### config.mk
export PLATFORM = sky130hd
export DESIGN_NAME = usb_control_endpoint_handler_flat
export DESIGN_NICKNAME = d
export VERILOG_FILES = /design/src/design/usbctl_pkg.sv /design/src/design/usbctl_if.sv /design/src/design/usb_control_endpoint_handler.sv /design/src/flat_wrapper.sv
export SDC_FILE = /design/constraint.sdc
export NUM_CORES = 1
export LEC_CHECK = 0
export ABC_AREA = 1
export CORE_MARGIN = 5
export CORE_UTILIZATION = 42
export DETAILED_ROUTE_END_ITERATION = 12
export DONT_BUFFER_PORTS = 1
export GPL_TIMING_DRIVEN = 0
export PLACE_DENSITY = 0.64
export SLEW_MARGIN = 20
export SYNTH_ARGS = -nofsm -noshare
export SYNTH_HDL_FRONTEND = slang
export SYNTH_SLANG_ARGS = --single-unit
### constraint.sdc
create_clock -name clk -period 4.3 [get_ports clk]
set_clock_uncertainty 0.05 [all_clocks]
set_input_delay 0.215 -clock clk [delete_from_list [all_inputs] [get_ports clk]]
set_output_delay 0.215 -clock clk [all_outputs]
set_load 0.03 [all_outputs]
### src/design/usbctl_pkg.sv
// ----------------------------------------------------------------------------
// usbctl_pkg
// Shared types, codes and descriptor tables of the endpoint-0 control handler.
// ----------------------------------------------------------------------------
package usbctl_pkg;

  localparam int MAX_PACKET_DEFAULT = 64;

  // events seen on endpoint 0
  typedef enum logic [1:0] {
    OP_BUS_RESET = 2'd0,
    OP_SETUP     = 2'd1,
    OP_IN_DONE   = 2'd2,
    OP_OUT_DONE  = 2'd3
  } op_t;

  // answers to an event
  typedef enum logic [2:0] {
    ACT_NONE  = 3'd0,
    ACT_STALL = 3'd1,
    ACT_ZLP   = 3'd2,
    ACT_DATA  = 3'd3,
    ACT_ARM   = 3'd4
  } action_t;

  typedef enum logic [1:0] {
    ST_UNATTACHED = 2'd0,
    ST_DEFAULT    = 2'd1,
    ST_ADDRESSED  = 2'd2,
    ST_CONFIGURED = 2'd3
  } dev_state_t;

  // where reply bytes come from
  typedef enum logic [1:0] {
    SRC_DEV   = 2'd0,
    SRC_CFG   = 2'd1,
    SRC_BYTE0 = 2'd2
  } reply_src_t;

  // request codes: high byte bRequest, low byte bmRequestType
  localparam logic [15:0] RQ_GET_STATUS     = 16'h0080;
  localparam logic [15:0] RQ_GET_STATUS_IF  = 16'h0081;
  localparam logic [15:0] RQ_GET_STATUS_EP  = 16'h0082;
  localparam logic [15:0] RQ_CLR_FEATURE_EP = 16'h0102;
  localparam logic [15:0] RQ_SET_FEATURE_EP = 16'h0302;
  localparam logic [15:0] RQ_SET_ADDRESS    = 16'h0500;
  localparam logic [15:0] RQ_GET_DESCRIPTOR = 16'h0680;
  localparam logic [15:0] RQ_GET_CONFIG     = 16'h0880;
  localparam logic [15:0] RQ_SET_CONFIG     = 16'h0900;
  localparam logic [15:0] RQ_GET_INTERFACE  = 16'h0A81;
  localparam logic [15:0] RQ_SET_INTERFACE  = 16'h0B01;

  localparam logic [15:0] DESC_DEVICE = 16'h0100;
  localparam logic [15:0] DESC_CONFIG = 16'h0200;

  localparam int DEV_DESC_LEN = 18;
  localparam int CFG_DESC_LEN = 32;
  localparam int REPLY_MAX    = 64;

  localparam logic [6:0] SETUP_BYTES = 7'd8;
  localparam logic [3:0] BULK_EP_NUM = 4'd1;
  localparam logic [15:0] EP0_OUT    = 16'h0000;
  localparam logic [15:0] EP0_IN     = 16'h0080;
  localparam logic [15:0] EP1_OUT    = 16'h0001;
  localparam logic [15:0] EP1_IN     = 16'h0081;

  // device descriptor, byte 7 is the endpoint-0 packet size
  function automatic logic [7:0] dev_desc_byte(logic [5:0] i, logic [7:0] max_pkt);
    logic [7:0] b;
    case (i)
      6'd0:    b = 8'd18;
      6'd1:    b = 8'h01;
      6'd2:    b = 8'h00;
      6'd3:    b = 8'h02;
      6'd7:    b = max_pkt;
      6'd8:    b = 8'h83;
      6'd9:    b = 8'h04;
      6'd10:   b = 8'h22;
      6'd11:   b = 8'h57;
      6'd12:   b = 8'h00;
      6'd13:   b = 8'h02;
      6'd17:   b = 8'd1;
      default: b = 8'h00;
    endcase
    return b;
  endfunction

  // configuration, interface and two bulk endpoint descriptors
  function automatic logic [7:0] cfg_desc_byte(logic [5:0] i);
    logic [7:0] b;
    case (i)
      6'd0:    b = 8'd9;
      6'd1:    b = 8'h02;
      6'd2:    b = 8'd32;
      6'd4:    b = 8'd1;
      6'd5:    b = 8'd1;
      6'd7:    b = 8'h80;
      6'd8:    b = 8'd50;
      6'd9:    b = 8'd9;
      6'd10:   b = 8'h04;
      6'd13:   b = 8'd2;
      6'd14:   b = 8'h0A;
      6'd18:   b = 8'd7;
      6'd19:   b = 8'h05;
      6'd20:   b = 8'h01;
      6'd21:   b = 8'h02;
      6'd22:   b = 8'd64;
      6'd25:   b = 8'd7;
      6'd26:   b = 8'h05;
      6'd27:   b = 8'h81;
      6'd28:   b = 8'h02;
      6'd29:   b = 8'd64;
      default: b = 8'h00;
    endcase
    return b;
  endfunction

endpackage

### src/design/usbctl_if.sv
// ----------------------------------------------------------------------------
// usbctl_evt_if / usbctl_rsp_if
// Valid/ready channels of the endpoint-0 control handler.
// ----------------------------------------------------------------------------
interface usbctl_evt_if;
  logic        valid;
  logic        ready;
  logic [1:0]  op;
  logic [6:0]  rx_count;
  logic [15:0] request_word;
  logic [15:0] value_word;
  logic [15:0] index_word;
  logic [15:0] length_word;

  modport source (output valid, op, rx_count, request_word, value_word, index_word,
                  length_word, input ready);
  modport sink   (input valid, op, rx_count, request_word, value_word, index_word,
                  length_word, output ready);
endinterface

interface usbctl_rsp_if;
  logic       valid;
  logic       ready;
  logic [2:0] action;
  logic [6:0] tx_count;
  logic [7:0] data_byte;
  logic       last;
  logic [1:0] device_state_out;
  logic [6:0] device_address_out;

  modport source (output valid, action, tx_count, data_byte, last, device_state_out,
                  device_address_out, input ready);
  modport sink   (input valid, action, tx_count, data_byte, last, device_state_out,
                  device_address_out, output ready);
endinterface

### src/design/usb_control_endpoint_handler.sv
// ----------------------------------------------------------------------------
// usb_control_endpoint_handler
// Endpoint-0 standard request handler: device state, address, halt flags,
// and the reply (stall, zero-length, descriptor bytes or status-out arm).
// ----------------------------------------------------------------------------
//
//   channel | dir | handshake   | carries
//   --------+-----+-------------+------------------------------------------
//   evt     | in  | valid/ready | one endpoint-0 event (reset/setup/in/out)
//   rsp     | out | valid/ready | one result; a data reply is a run of bytes
//
// an accepted event is decided from the input register once the reply
// sequencer is free; state and the sequencer load at the deciding edge, and
// the output register carries the first result onto rsp; every event gives
// one result, except a data reply, which gives up to 32 bytes, one per cycle
// unless rsp stalls; the reply sequencer sets the rate, and a new event is
// decided in the cycle the last result of the previous one leaves it
// rst clears the device state, address, saved request, halt flags and all
// valid bits; a stalled rsp holds its item and backs up into evt.ready
// ----------------------------------------------------------------------------
module usb_control_endpoint_handler #(
  parameter int MAX_PACKET = usbctl_pkg::MAX_PACKET_DEFAULT
) (
  input  logic         clk,
  input  logic         rst,
  usbctl_evt_if.sink   evt,
  usbctl_rsp_if.source rsp
);

  // reply cap: descriptor size, packet size and reply buffer, all constant
  localparam int PktCap = (MAX_PACKET < usbctl_pkg::REPLY_MAX) ?
                          MAX_PACKET : usbctl_pkg::REPLY_MAX;
  localparam int DevCap = (usbctl_pkg::DEV_DESC_LEN < PktCap) ?
                          usbctl_pkg::DEV_DESC_LEN : PktCap;
  localparam int CfgCap = (usbctl_pkg::CFG_DESC_LEN < PktCap) ?
                          usbctl_pkg::CFG_DESC_LEN : PktCap;
  localparam logic [7:0] MaxPktByte = 8'(MAX_PACKET);

  typedef struct packed {
    usbctl_pkg::op_t op;
    logic [6:0]      rx_count;
    logic [15:0]     request_word;
    logic [15:0]     value_word;
    logic [15:0]     index_word;
    logic [15:0]     length_word;
  } evt_t;

  // one decided event being played out as results
  typedef struct packed {
    usbctl_pkg::action_t    act;
    logic [6:0]             cnt;
    usbctl_pkg::reply_src_t src;
    logic                   b0;
    usbctl_pkg::dev_state_t state;
    logic [6:0]             addr;
  } job_t;

  // input register
  logic iq_valid;
  evt_t iq;

  // device state
  usbctl_pkg::dev_state_t device_state, device_state_next;
  logic [6:0]  device_address, device_address_next;
  logic [15:0] saved_request, saved_value, saved_length;
  logic        bulk_in_halted, bulk_out_halted;
  logic        bulk_in_halted_next, bulk_out_halted_next;
  logic        save_setup;

  // reply sequencer
  logic       job_valid;
  job_t       job;
  job_t       job_next;
  logic [5:0] job_idx;

  // output register
  logic                rsp_valid;
  usbctl_pkg::action_t rsp_action;
  logic [6:0]          rsp_tx_count;
  logic [7:0]          rsp_data_byte;
  logic                rsp_last;
  usbctl_pkg::dev_state_t rsp_state;
  logic [6:0]          rsp_addr;

  logic       rsp_free, emit, job_last_beat, job_free, decide;
  logic [7:0] job_byte;

  assign rsp_free      = !rsp_valid || rsp.ready;
  assign emit          = job_valid && rsp_free;
  assign job_last_beat = (job.act != usbctl_pkg::ACT_DATA) ||
                         (({1'b0, job_idx} + 7'd1) == job.cnt);
  assign job_free      = !job_valid || (emit && job_last_beat);
  assign decide        = iq_valid && job_free;
  assign evt.ready     = !iq_valid || decide;

  // decision: state update and the shape of the reply
  always_comb begin
    logic [15:0] rq, val, idx, len;
    logic        ok;
    logic [6:0]  n;
    logic [6:0]  new_addr;

    device_state_next    = device_state;
    device_address_next  = device_address;
    bulk_in_halted_next  = bulk_in_halted;
    bulk_out_halted_next = bulk_out_halted;
    save_setup           = 1'b0;
    ok                   = 1'b0;
    n                    = 7'd0;
    new_addr             = saved_value[6:0];
    rq                   = iq.request_word;
    val                  = iq.value_word;
    idx                  = iq.index_word;
    len                  = iq.length_word;
    job_next.act         = usbctl_pkg::ACT_NONE;
    job_next.cnt         = 7'd0;
    job_next.src         = usbctl_pkg::SRC_BYTE0;
    job_next.b0          = 1'b0;

    unique case (iq.op)
      usbctl_pkg::OP_BUS_RESET: begin
        device_state_next    = usbctl_pkg::ST_DEFAULT;
        device_address_next  = 7'd0;
        bulk_in_halted_next  = 1'b0;
        bulk_out_halted_next = 1'b0;
      end
      usbctl_pkg::OP_IN_DONE: begin
        if (saved_length == 16'd0) begin
          // address change lands after the status stage
          if (saved_request == usbctl_pkg::RQ_SET_ADDRESS) begin
            device_address_next = new_addr;
            device_state_next   = (new_addr == 7'd0) ? usbctl_pkg::ST_DEFAULT
                                                     : usbctl_pkg::ST_ADDRESSED;
          end
        end else begin
          job_next.act = usbctl_pkg::ACT_ARM;
        end
      end
      usbctl_pkg::OP_OUT_DONE: begin
        if (iq.rx_count != 7'd0) job_next.act = usbctl_pkg::ACT_STALL;
      end
      usbctl_pkg::OP_SETUP: begin
        if (iq.rx_count != usbctl_pkg::SETUP_BYTES) begin
          job_next.act = usbctl_pkg::ACT_STALL;
        end else if (len == 16'd0) begin
          save_setup = 1'b1;
          // no data stage: set-type requests
          unique case (rq)
            usbctl_pkg::RQ_SET_ADDRESS:
              ok = (device_state != usbctl_pkg::ST_CONFIGURED) &&
                   (val < 16'd128) && (idx == 16'd0);
            usbctl_pkg::RQ_SET_CONFIG: begin
              if (device_state == usbctl_pkg::ST_ADDRESSED) begin
                ok = (val == 16'd1) || (val == 16'd0);
                if (val == 16'd1) begin
                  device_state_next    = usbctl_pkg::ST_CONFIGURED;
                  bulk_in_halted_next  = 1'b0;
                  bulk_out_halted_next = 1'b0;
                end
              end else if (device_state == usbctl_pkg::ST_CONFIGURED) begin
                ok = (val == 16'd1) || (val == 16'd0);
                if (val == 16'd0) begin
                  device_state_next    = usbctl_pkg::ST_ADDRESSED;
                  bulk_in_halted_next  = 1'b0;
                  bulk_out_halted_next = 1'b0;
                end
              end
            end
            usbctl_pkg::RQ_SET_INTERFACE:
              ok = (device_state == usbctl_pkg::ST_CONFIGURED) && (idx == 16'd0);
            usbctl_pkg::RQ_CLR_FEATURE_EP, usbctl_pkg::RQ_SET_FEATURE_EP: begin
              ok = (device_state == usbctl_pkg::ST_CONFIGURED) &&
                   (idx[3:0] == usbctl_pkg::BULK_EP_NUM);
              if (ok) begin
                if (idx[7]) bulk_in_halted_next = (rq == usbctl_pkg::RQ_SET_FEATURE_EP);
                else        bulk_out_halted_next = (rq == usbctl_pkg::RQ_SET_FEATURE_EP);
              end
            end
            default: ok = 1'b0;
          endcase
          job_next.act = ok ? usbctl_pkg::ACT_ZLP : usbctl_pkg::ACT_STALL;
        end else begin
          save_setup = 1'b1;
          if (rq[7]) begin
            // device-to-host: get-type requests
            unique case (rq)
              usbctl_pkg::RQ_GET_DESCRIPTOR: begin
                if (idx == 16'd0 && val == usbctl_pkg::DESC_DEVICE) begin
                  job_next.src = usbctl_pkg::SRC_DEV;
                  n = (len < 16'(DevCap)) ? len[6:0] : 7'(DevCap);
                end else if (idx == 16'd0 && val == usbctl_pkg::DESC_CONFIG) begin
                  job_next.src = usbctl_pkg::SRC_CFG;
                  n = (len < 16'(CfgCap)) ? len[6:0] : 7'(CfgCap);
                end
              end
              usbctl_pkg::RQ_GET_STATUS, usbctl_pkg::RQ_GET_STATUS_IF: begin
                if (device_state != usbctl_pkg::ST_DEFAULT && val == 16'd0 &&
                    idx == 16'd0 && len == 16'd2) n = 7'd2;
              end
              usbctl_pkg::RQ_GET_STATUS_EP: begin
                if (device_state != usbctl_pkg::ST_DEFAULT && val == 16'd0 &&
                    len == 16'd2) begin
                  if (idx == usbctl_pkg::EP0_OUT || idx == usbctl_pkg::EP0_IN) begin
                    n = 7'd2;
                  end else if (idx == usbctl_pkg::EP1_OUT) begin
                    n = 7'd2;
                    job_next.b0 = bulk_out_halted;
                  end else if (idx == usbctl_pkg::EP1_IN) begin
                    n = 7'd2;
                    job_next.b0 = bulk_in_halted;
                  end
                end
              end
              usbctl_pkg::RQ_GET_CONFIG: begin
                if (device_state != usbctl_pkg::ST_DEFAULT && len == 16'd1) begin
                  n = 7'd1;
                  job_next.b0 = (device_state == usbctl_pkg::ST_CONFIGURED);
                end
              end
              usbctl_pkg::RQ_GET_INTERFACE: begin
                if (device_state == usbctl_pkg::ST_CONFIGURED && len == 16'd1) n = 7'd1;
              end
              default: n = 7'd0;
            endcase
          end
          if (n == 7'd0) begin
            job_next.act = usbctl_pkg::ACT_STALL;
          end else begin
            job_next.act = usbctl_pkg::ACT_DATA;
            job_next.cnt = n;
          end
        end
      end
      default: job_next.act = usbctl_pkg::ACT_NONE;
    endcase

    job_next.state = device_state_next;
    job_next.addr  = device_address_next;
  end

  // current reply byte
  always_comb begin
    unique case (job.src)
      usbctl_pkg::SRC_DEV:   job_byte = usbctl_pkg::dev_desc_byte(job_idx, MaxPktByte);
      usbctl_pkg::SRC_CFG:   job_byte = usbctl_pkg::cfg_desc_byte(job_idx);
      usbctl_pkg::SRC_BYTE0: job_byte = (job_idx == 6'd0) ? {7'd0, job.b0} : 8'd0;
      default:               job_byte = 8'd0;
    endcase
  end

  always_ff @(posedge clk) begin
    if (rst) begin
      iq_valid        <= 1'b0;
      job_valid       <= 1'b0;
      job_idx         <= 6'd0;
      rsp_valid       <= 1'b0;
      device_state    <= usbctl_pkg::ST_UNATTACHED;
      device_address  <= 7'd0;
      saved_request   <= 16'd0;
      saved_value     <= 16'd0;
      saved_length    <= 16'd0;
      bulk_in_halted  <= 1'b0;
      bulk_out_halted <= 1'b0;
    end else begin
      // input register
      if (evt.ready) begin
        iq_valid <= evt.valid;
        if (evt.valid) begin
          iq.op           <= usbctl_pkg::op_t'(evt.op);
          iq.rx_count     <= evt.rx_count;
          iq.request_word <= evt.request_word;
          iq.value_word   <= evt.value_word;
          iq.index_word   <= evt.index_word;
          iq.length_word  <= evt.length_word;
        end
      end

      // decide and hand the event to the sequencer
      if (decide) begin
        device_state    <= device_state_next;
        device_address  <= device_address_next;
        bulk_in_halted  <= bulk_in_halted_next;
        bulk_out_halted <= bulk_out_halted_next;
        if (save_setup) begin
          saved_request <= iq.request_word;
          saved_value   <= iq.value_word;
          saved_length  <= iq.length_word;
        end
        job_valid <= 1'b1;
        job       <= job_next;
        job_idx   <= 6'd0;
      end else if (emit) begin
        if (job_last_beat) job_valid <= 1'b0;
        else               job_idx   <= job_idx + 6'd1;
      end

      // output register
      if (rsp_free) begin
        rsp_valid <= emit;
        if (emit) begin
          rsp_action    <= job.act;
          rsp_tx_count  <= job.cnt;
          rsp_data_byte <= (job.act == usbctl_pkg::ACT_DATA) ? job_byte : 8'd0;
          rsp_last      <= job_last_beat;
          rsp_state     <= job.state;
          rsp_addr      <= job.addr;
        end
      end
    end
  end

  assign rsp.valid              = rsp_valid;
  assign rsp.action             = rsp_action;
  assign rsp.tx_count           = rsp_tx_count;
  assign rsp.data_byte          = rsp_data_byte;
  assign rsp.last               = rsp_last;
  assign rsp.device_state_out   = rsp_state;
  assign rsp.device_address_out = rsp_addr;

endmodule

### src/flat_wrapper.sv
// flat-port wrapper written by rule: the top's interface ports become plain ports
module usb_control_endpoint_handler_flat 
#(
  parameter int MAX_PACKET = usbctl_pkg::MAX_PACKET_DEFAULT
)
  (clk, rst, evt_valid, evt_op, evt_rx_count, evt_request_word, evt_value_word, evt_index_word, evt_length_word, evt_ready, rsp_valid, rsp_action, rsp_tx_count, rsp_data_byte, rsp_last, rsp_device_state_out, rsp_device_address_out, rsp_ready);
  usbctl_evt_if evt_i ();
  usbctl_rsp_if rsp_i ();
  input  logic clk;
  input  logic rst;
  input wire logic [$bits(evt_i.valid)-1:0] evt_valid;
  input wire logic [$bits(evt_i.op)-1:0] evt_op;
  input wire logic [$bits(evt_i.rx_count)-1:0] evt_rx_count;
  input wire logic [$bits(evt_i.request_word)-1:0] evt_request_word;
  input wire logic [$bits(evt_i.value_word)-1:0] evt_value_word;
  input wire logic [$bits(evt_i.index_word)-1:0] evt_index_word;
  input wire logic [$bits(evt_i.length_word)-1:0] evt_length_word;
  output wire logic [$bits(evt_i.ready)-1:0] evt_ready;
  output wire logic [$bits(rsp_i.valid)-1:0] rsp_valid;
  output wire logic [$bits(rsp_i.action)-1:0] rsp_action;
  output wire logic [$bits(rsp_i.tx_count)-1:0] rsp_tx_count;
  output wire logic [$bits(rsp_i.data_byte)-1:0] rsp_data_byte;
  output wire logic [$bits(rsp_i.last)-1:0] rsp_last;
  output wire logic [$bits(rsp_i.device_state_out)-1:0] rsp_device_state_out;
  output wire logic [$bits(rsp_i.device_address_out)-1:0] rsp_device_address_out;
  input wire logic [$bits(rsp_i.ready)-1:0] rsp_ready;
  assign evt_i.valid = evt_valid;
  assign evt_i.op = evt_op;
  assign evt_i.rx_count = evt_rx_count;
  assign evt_i.request_word = evt_request_word;
  assign evt_i.value_word = evt_value_word;
  assign evt_i.index_word = evt_index_word;
  assign evt_i.length_word = evt_length_word;
  assign evt_ready = evt_i.ready;
  assign rsp_valid = rsp_i.valid;
  assign rsp_action = rsp_i.action;
  assign rsp_tx_count = rsp_i.tx_count;
  assign rsp_data_byte = rsp_i.data_byte;
  assign rsp_last = rsp_i.last;
  assign rsp_device_state_out = rsp_i.device_state_out;
  assign rsp_device_address_out = rsp_i.device_address_out;
  assign rsp_i.ready = rsp_ready;
  usb_control_endpoint_handler #(.MAX_PACKET(MAX_PACKET)) u_core (.clk(clk), .rst(rst), .evt(evt_i), .rsp(rsp_i));
endmodule
**Word-level counts from Yosys, hierarchy flattened**

Memory sizes are Yosys's and may differ from the RTL's. A register that Yosys moved wholly into a read port is not among the register bits.
Cells that the tools add are included.

- Word-level logic and storage cells: 217
- Register bits after elaboration: 182
- Bits of input ports: 77
- Memories: 2
- Memory bits (read-only): 480

Memories:

| memory | words | bits a word | rd ports | clocked after Yosys merged registers in | write ports | line | text |
|---|---|---|---|---|---|---|---|
| (name not given) | 32 | 8 | 1 | 1 | 0 | usbctl_pkg.sv:91 | `case (i)` |
| (name not given) | 32 | 7 | 1 | 1 | 0 | usbctl_pkg.sv:70 | `case (i)` |

- Equal/unequal tests: 43
- Muxes and demuxes: 80
- Bitwise gates (word level): 5
- $add $sub $neg: 2
- Order comparisons: 3
- Reductions and logical operators: 52

Operators by type and width:

| operator | count |
|---|---|
| $mux W7 | 13 |
| $eq A16 B8 Y1 const B | 5 |
| $eq A16 B12 Y1 const B | 4 |
| $logic_not A16 Y1 | 4 |
| $eq A16 B1 Y1 const B | 3 |
| $eq A16 B11 Y1 const B | 3 |
| $pmux W7 S5 | 1 |
| $eq A16 B10 Y1 const B | 2 |
| $eq A16 B9 Y1 const B | 2 |
| $mux W2 | 16 |
| $mux W1 | 31 |
| $pmux W8 S3 | 1 |
| $mux W5 | 4 |
| $reduce_and A10 Y1 | 2 |
| $eq A16 B2 Y1 const B | 1 |
| $lt A16 B5 Y1 const B | 1 |
| $lt A16 B6 Y1 const B | 1 |
| $lt A16 B8 Y1 const B | 1 |
| $mux W8 | 2 |
| $logic_and A1 B1 Y1 | 15 |
| $logic_not A7 Y1 | 2 |
| $pmux W7 S2 | 1 |
| $eq A2 B2 Y1 const B | 5 |
| $pmux W1 S2 | 5 |
| 30 further kinds | 60 |

**Depth between registers and ports, before layout**

- Word-level depth: 15
- Gate-level depth with buffers: 26
- Depth with buffers taken out: 25

**Worst setup path before layout**

Ideal clock, no wire load.

- Path type: register to register
- From: register u_core.job_idx[0]
- To: register u_core.iq[0] in the netlist's numbering, enable pin
- Required time: 3,823 ps
- Slack: 536 ps
- Arrival: 3,288 ps
- Setup time: 427 ps
- Path buffers: 0
- Cell stages (with the launch flop): 14
- Period minus slack after synthesis: 3,764 ps
- Cell sequence: dfxtp_1 -> inv_1 -> ha_1 -> xnor2_1 -> nand2_1 -> nor2_1 -> nand2_1 -> nor2_1 -> nand3_2 -> nand2_2 -> nand2_2 -> nand3_1 -> nand3_1 -> inv_1

- Longest elaborated chain between the ends: 8

Ends and longest elaborated chain:

| what | line | text |
|---|---|---|
| start, declared | usb_control_endpoint_handler.sv:74 | `logic [5:0] job_idx;` |
| start signal, assigned | usb_control_endpoint_handler.sv:294 | `else job_idx <= job_idx + 6'd1;` |
| $add A6 B1 Y7 | usb_control_endpoint_handler.sv:91 | `(({1'b0, job_idx} + 7'd1) == job.cnt);` |
| $eq A7 B7 Y1 | usb_control_endpoint_handler.sv:91 |  |
| $logic_or A1 B1 Y1 | usb_control_endpoint_handler.sv:90 | `assign job_last_beat = (job.act != usbctl_pkg::ACT_DATA) \|\|` |
| named net u_core.job_last_beat | usb_control_endpoint_handler.sv:85 | `logic rsp_free, emit, job_last_beat, job_free, decide;` |
| $logic_and A1 B1 Y1 | usb_control_endpoint_handler.sv:92 | `assign job_free = !job_valid \|\| (emit && job_last_beat);` |
| $logic_or A1 B1 Y1 | usb_control_endpoint_handler.sv:92 |  |
| $logic_and A1 B1 Y1 | usb_control_endpoint_handler.sv:93 | `assign decide = iq_valid && job_free;` |
| $logic_or A1 B1 Y1 | usb_control_endpoint_handler.sv:94 | `assign evt.ready = !iq_valid \|\| decide;` |
| named net evt_ready | flat_wrapper.sv:18 | `output wire logic [$bits(evt_i.ready)-1:0] evt_ready;` |
| $reduce_and A3 Y1 (no line) | n/a |  |
| end, declared | usb_control_endpoint_handler.sv:60 | `evt_t iq;` |

The timed path passes the listed nets, and every way through them passes these cells.
A chain may end at the register's enable or synchronous reset.

==> out/qor.txt <==
Initial Util -> 0.4261
CTS Buf Count -> 17
CP Cell Sequence -> inv_1, ha_1, xnor2_1, nand2_1, nor2_1, nand2_1, nor2_1, nand3_2, nand2_2, nand2_2, nand2_2, nand2_2, nand2_1, buf_6, or2_4, inv_1, ha_1, inv_1, nand4_1, nand2_1, nand2_1, nand2_1, nand2_1, nand2_1
largest net degree at the start of global routing -> 59
Total Wirelength -> 18570 um
Syn Area/Cell -> 9.875 sq um
Max Clk Rate -> 289.2 MHz
status -> finished clean
Post-Syn Area -> 8265 sq um
first-pass GRT wire length -> 29250 um
grt ovf -> 0
Die W -> 150.3 um
via/cell ratio -> 4.939
cells after synthesis -> 837
CP required -> 4.62 ns
sequential element share of the synthesized area -> 0.6261
post-synth net total -> 921
DRT antenna net count -> 0
Critical path buffers and inverters -> 4
Clock Path Buffers -> 2
number of global-route vias before repair -> 5756
unrepaired setup endpoints after global routing -> no
initial antenna violation count -> 0
final net count -> 1016
Seq cells post-synth -> 197
Pre-antenna DRT Iters -> 5
max-cap violations -> 0
maximum vdd drop -> 290.5 uV
vias -> 5976
P per Cell Area -> 392.5 nW/um^2
initial DRC count -> 540
worst path arrival time -> 3.78 ns
Die Ht -> 150.3 um
hpwl dp -> 13190 um
cell family with most CP delay -> simple AND/OR/NAND/NOR gates
number of port buffers -> 0
clk_lat worst skew -> 0.44 ns
CTS tree -> done
CP max-delay cell -> dfxtp_1
Worst-Margin Slew -> 0.8206 ns
# rows -> 51
min Tclk post-route -> 3.458 ns
dpl cell area -> 8660 sq um
clock sink count -> 197
I/O pin total -> 107
wire per inst -> 15.35 um
Synth warnings -> 0
filler instances -> 1758
Root Driver -> clkbuf_16
max_slew headroom -> 0.4529
CP Launch Type -> flop
clock slew at reported path FFs -> 0.07 ns
Distinct cells, synth -> 45
share of post-route cells with drive strength above 1 -> 0.07937
drt drc -> 0
Core Box Area -> 19400 sq um
CP Max Fanout -> 10
DIE AREA -> 22590 sq um
Final Max Slew Viols -> 0
antenna diode count -> 0
Tcrit/Tclk final -> 0.8043
htree depth -> 4
GRT Overall Usage -> 0.1684
Design Area, Final -> 10040 sq um
Critical Path End Type -> flop
final hold vios -> 0
Area growth syn-to-layout -> 21.46%
Final Util -> 0.5175
total power -> 3.941 mW
Setup violations, final -> 0
Hold Crit Class -> in2reg
critical path class -> reg2reg
reg2reg setup slack -> 0.84 ns
crit-path most repeated cell -> nand2_1
CP peak stage delay -> 0.45 ns
leakage power -> 3.722 nW
gp weighted congestion -> 0.9606
Yosys cell counts, drive strengths merged:
cell type | n | area, sq um
a211oi | 3 | 27.52
a21oi | 60 | 300.3
a221oi | 1 | 8.760
a22o | 3 | 26.28
a31oi | 1 | 6.260
a41oi | 1 | 8.760
and2 | 1 | 6.260
buf | 10 | 112.6
clkbuf | 6 | 22.52
clkinv | 1 | 3.750
conb | 1 | 3.750
dfxtp | 74 | 1481
edfxtp | 123 | 3694
ha | 7 | 87.58
inv | 131 | 499.2
mux2i | 1 | 10.01
nand2 | 135 | 536.8
nand3 | 54 | 285.3
nand3b | 3 | 22.52
nand4 | 32 | 200.2
nor2 | 84 | 335.3
nor3 | 18 | 95.09
nor3b | 1 | 7.510
nor4 | 6 | 37.54
o211ai | 4 | 30.03
o21ai | 60 | 304.0
o21bai | 1 | 7.510
o22ai | 6 | 37.54
o311ai | 1 | 8.760
o31ai | 1 | 7.510
or2 | 5 | 33.78
xnor2 | 1 | 8.760
xor2 | 1 | 8.760
placed cells by master (no fill, tap or decap), drive strengths merged, types with 3 or more instances in the layout:
| cell type | synthesis | layout |
|---|---|---|
| nand3b | 3 | 3 |
| a211oi | 3 | 3 |
| bufinv | 0 | 3 |
| ha | 7 | 7 |
| dlygate4sd3 | 0 | 74 |
| a21oi | 60 | 60 |
| nor4 | 6 | 6 |
| nand4 | 32 | 32 |
| buf | 10 | 12 |
| o21ai | 60 | 60 |
| nor2 | 84 | 84 |
| or2 | 5 | 5 |
| dfxtp | 74 | 74 |
| o211ai | 4 | 4 |
| clkbuf | 6 | 23 |
| o22ai | 6 | 6 |
| nand2 | 135 | 135 |
| nor3 | 18 | 18 |
| nand3 | 54 | 54 |
| inv | 131 | 138 |
| a22o | 3 | 3 |
| edfxtp | 123 | 123 |
| clkinv | 1 | 6 |
cells by family after synthesis:
family	Yosys count	share of synthesized area
other cells	1	0.0004537
buf+inv	148	0.07720
simple gates	339	0.1888
compound gates	142	0.09355
fa+ha+maj	7	0.01060
flops	197	0.6261
xor+xnor	2	0.002120
mux	1	0.001211
what timing repair did:
item,CTS,global route
hold endpoints to repair,74,0
buffers inserted,0,0
resized for setup,0,0
hold buffers,74,0
metal layers:
metal | track usage | wire length, um | up-vias | part of all wire
li1 | - | - | 3040 | -
met1 | 0.2215 | 8599 | 2745 | 0.46
met2 | 0.2817 | 8918 | 167 | 0.48
met3 | 0.03642 | 783 | 24 | 0.042
met4 | 0.04758 | 274 | 0 | 0.015
met5 | 0 | 0 | - | 0
stage by stage:
step                setup TNS, ns  instances  worst slack (ns)  hold slack, ns
finish                          0       1210            0.8417         0.05925
global route                    0       1210            0.5766         0.09786
CTS                             0       1210            0.8601         0.05485
detailed placement              0       1104            0.8777          0.2639
global placement           -25.21       1102           -0.3507          0.2639
floorplan                       0        837            0.5357          0.2639
final cells by class:
class	count	area (sq um)	area share
inverter	132	505.5	0.05035
tap	265	331.6	0.03303
timing repair buffer	76	788.3	0.07851
clock inverter	15	214.0	0.02131
buffer	16	135.1	0.01346
clock buffer	17	425.4	0.04237
sequential	197	5175	0.5155
multi-input combinational	492	2465	0.2455
worst min-delay path: stages:
cell and delay [ns]:
inv_1 0.02, nand2_1 0.13, a21oi_1 0.11
state kept, by name, summed over array words and instances, names as in the netlist, named ones only:
register and flops:
u_core.job_idx 6, u_core.job_valid 1, u_core.saved_request 16, u_core.device_address 7
u_core.rsp.tx_count 7, u_core.bulk_in_halted 1, u_core.job 22, u_core.rsp.valid 1
u_core.rsp.device_address_out 7, u_core.saved_length 16, u_core.rsp.data_byte 8, u_core.device_state 2
u_core.rsp.last 1, u_core.iq 73, u_core.rsp.action 3, u_core.saved_value 7
u_core.bulk_out_halted 1, u_core.iq_valid 1, u_core.rsp.device_state_out 2
worst paths after layout:
| path | depth (start not counted) | from | endpoint |
|---|---|---|---|
| max | 24 | u_core.job_idx[0]$_SDFFE_PP0N_ | flop |
| min reg2reg | 0 | u_core.job[2]$_DFFE_PP_ | u_core.rsp.device_address_out[2]$_DFFE_PP_ |
| max reg2reg | 24 | u_core.job_idx[0]$_SDFFE_PP0N_ | flop |
| min | 3 | rsp_ready | u_core.rsp.valid$_SDFFE_PP0N_ |
report_power, final:
| group | internal (mW) | leakage [nW] | switching [mW] |
|---|---|---|---|
| Sequential | 2.05 | 1.74 | 0.0346 |
| Clock | 0.946 | 0.314 | 0.758 |
| Combinational | 0.0701 | 1.67 | 0.0817 |
Note: power is estimated with default switching activity, not from simulation.
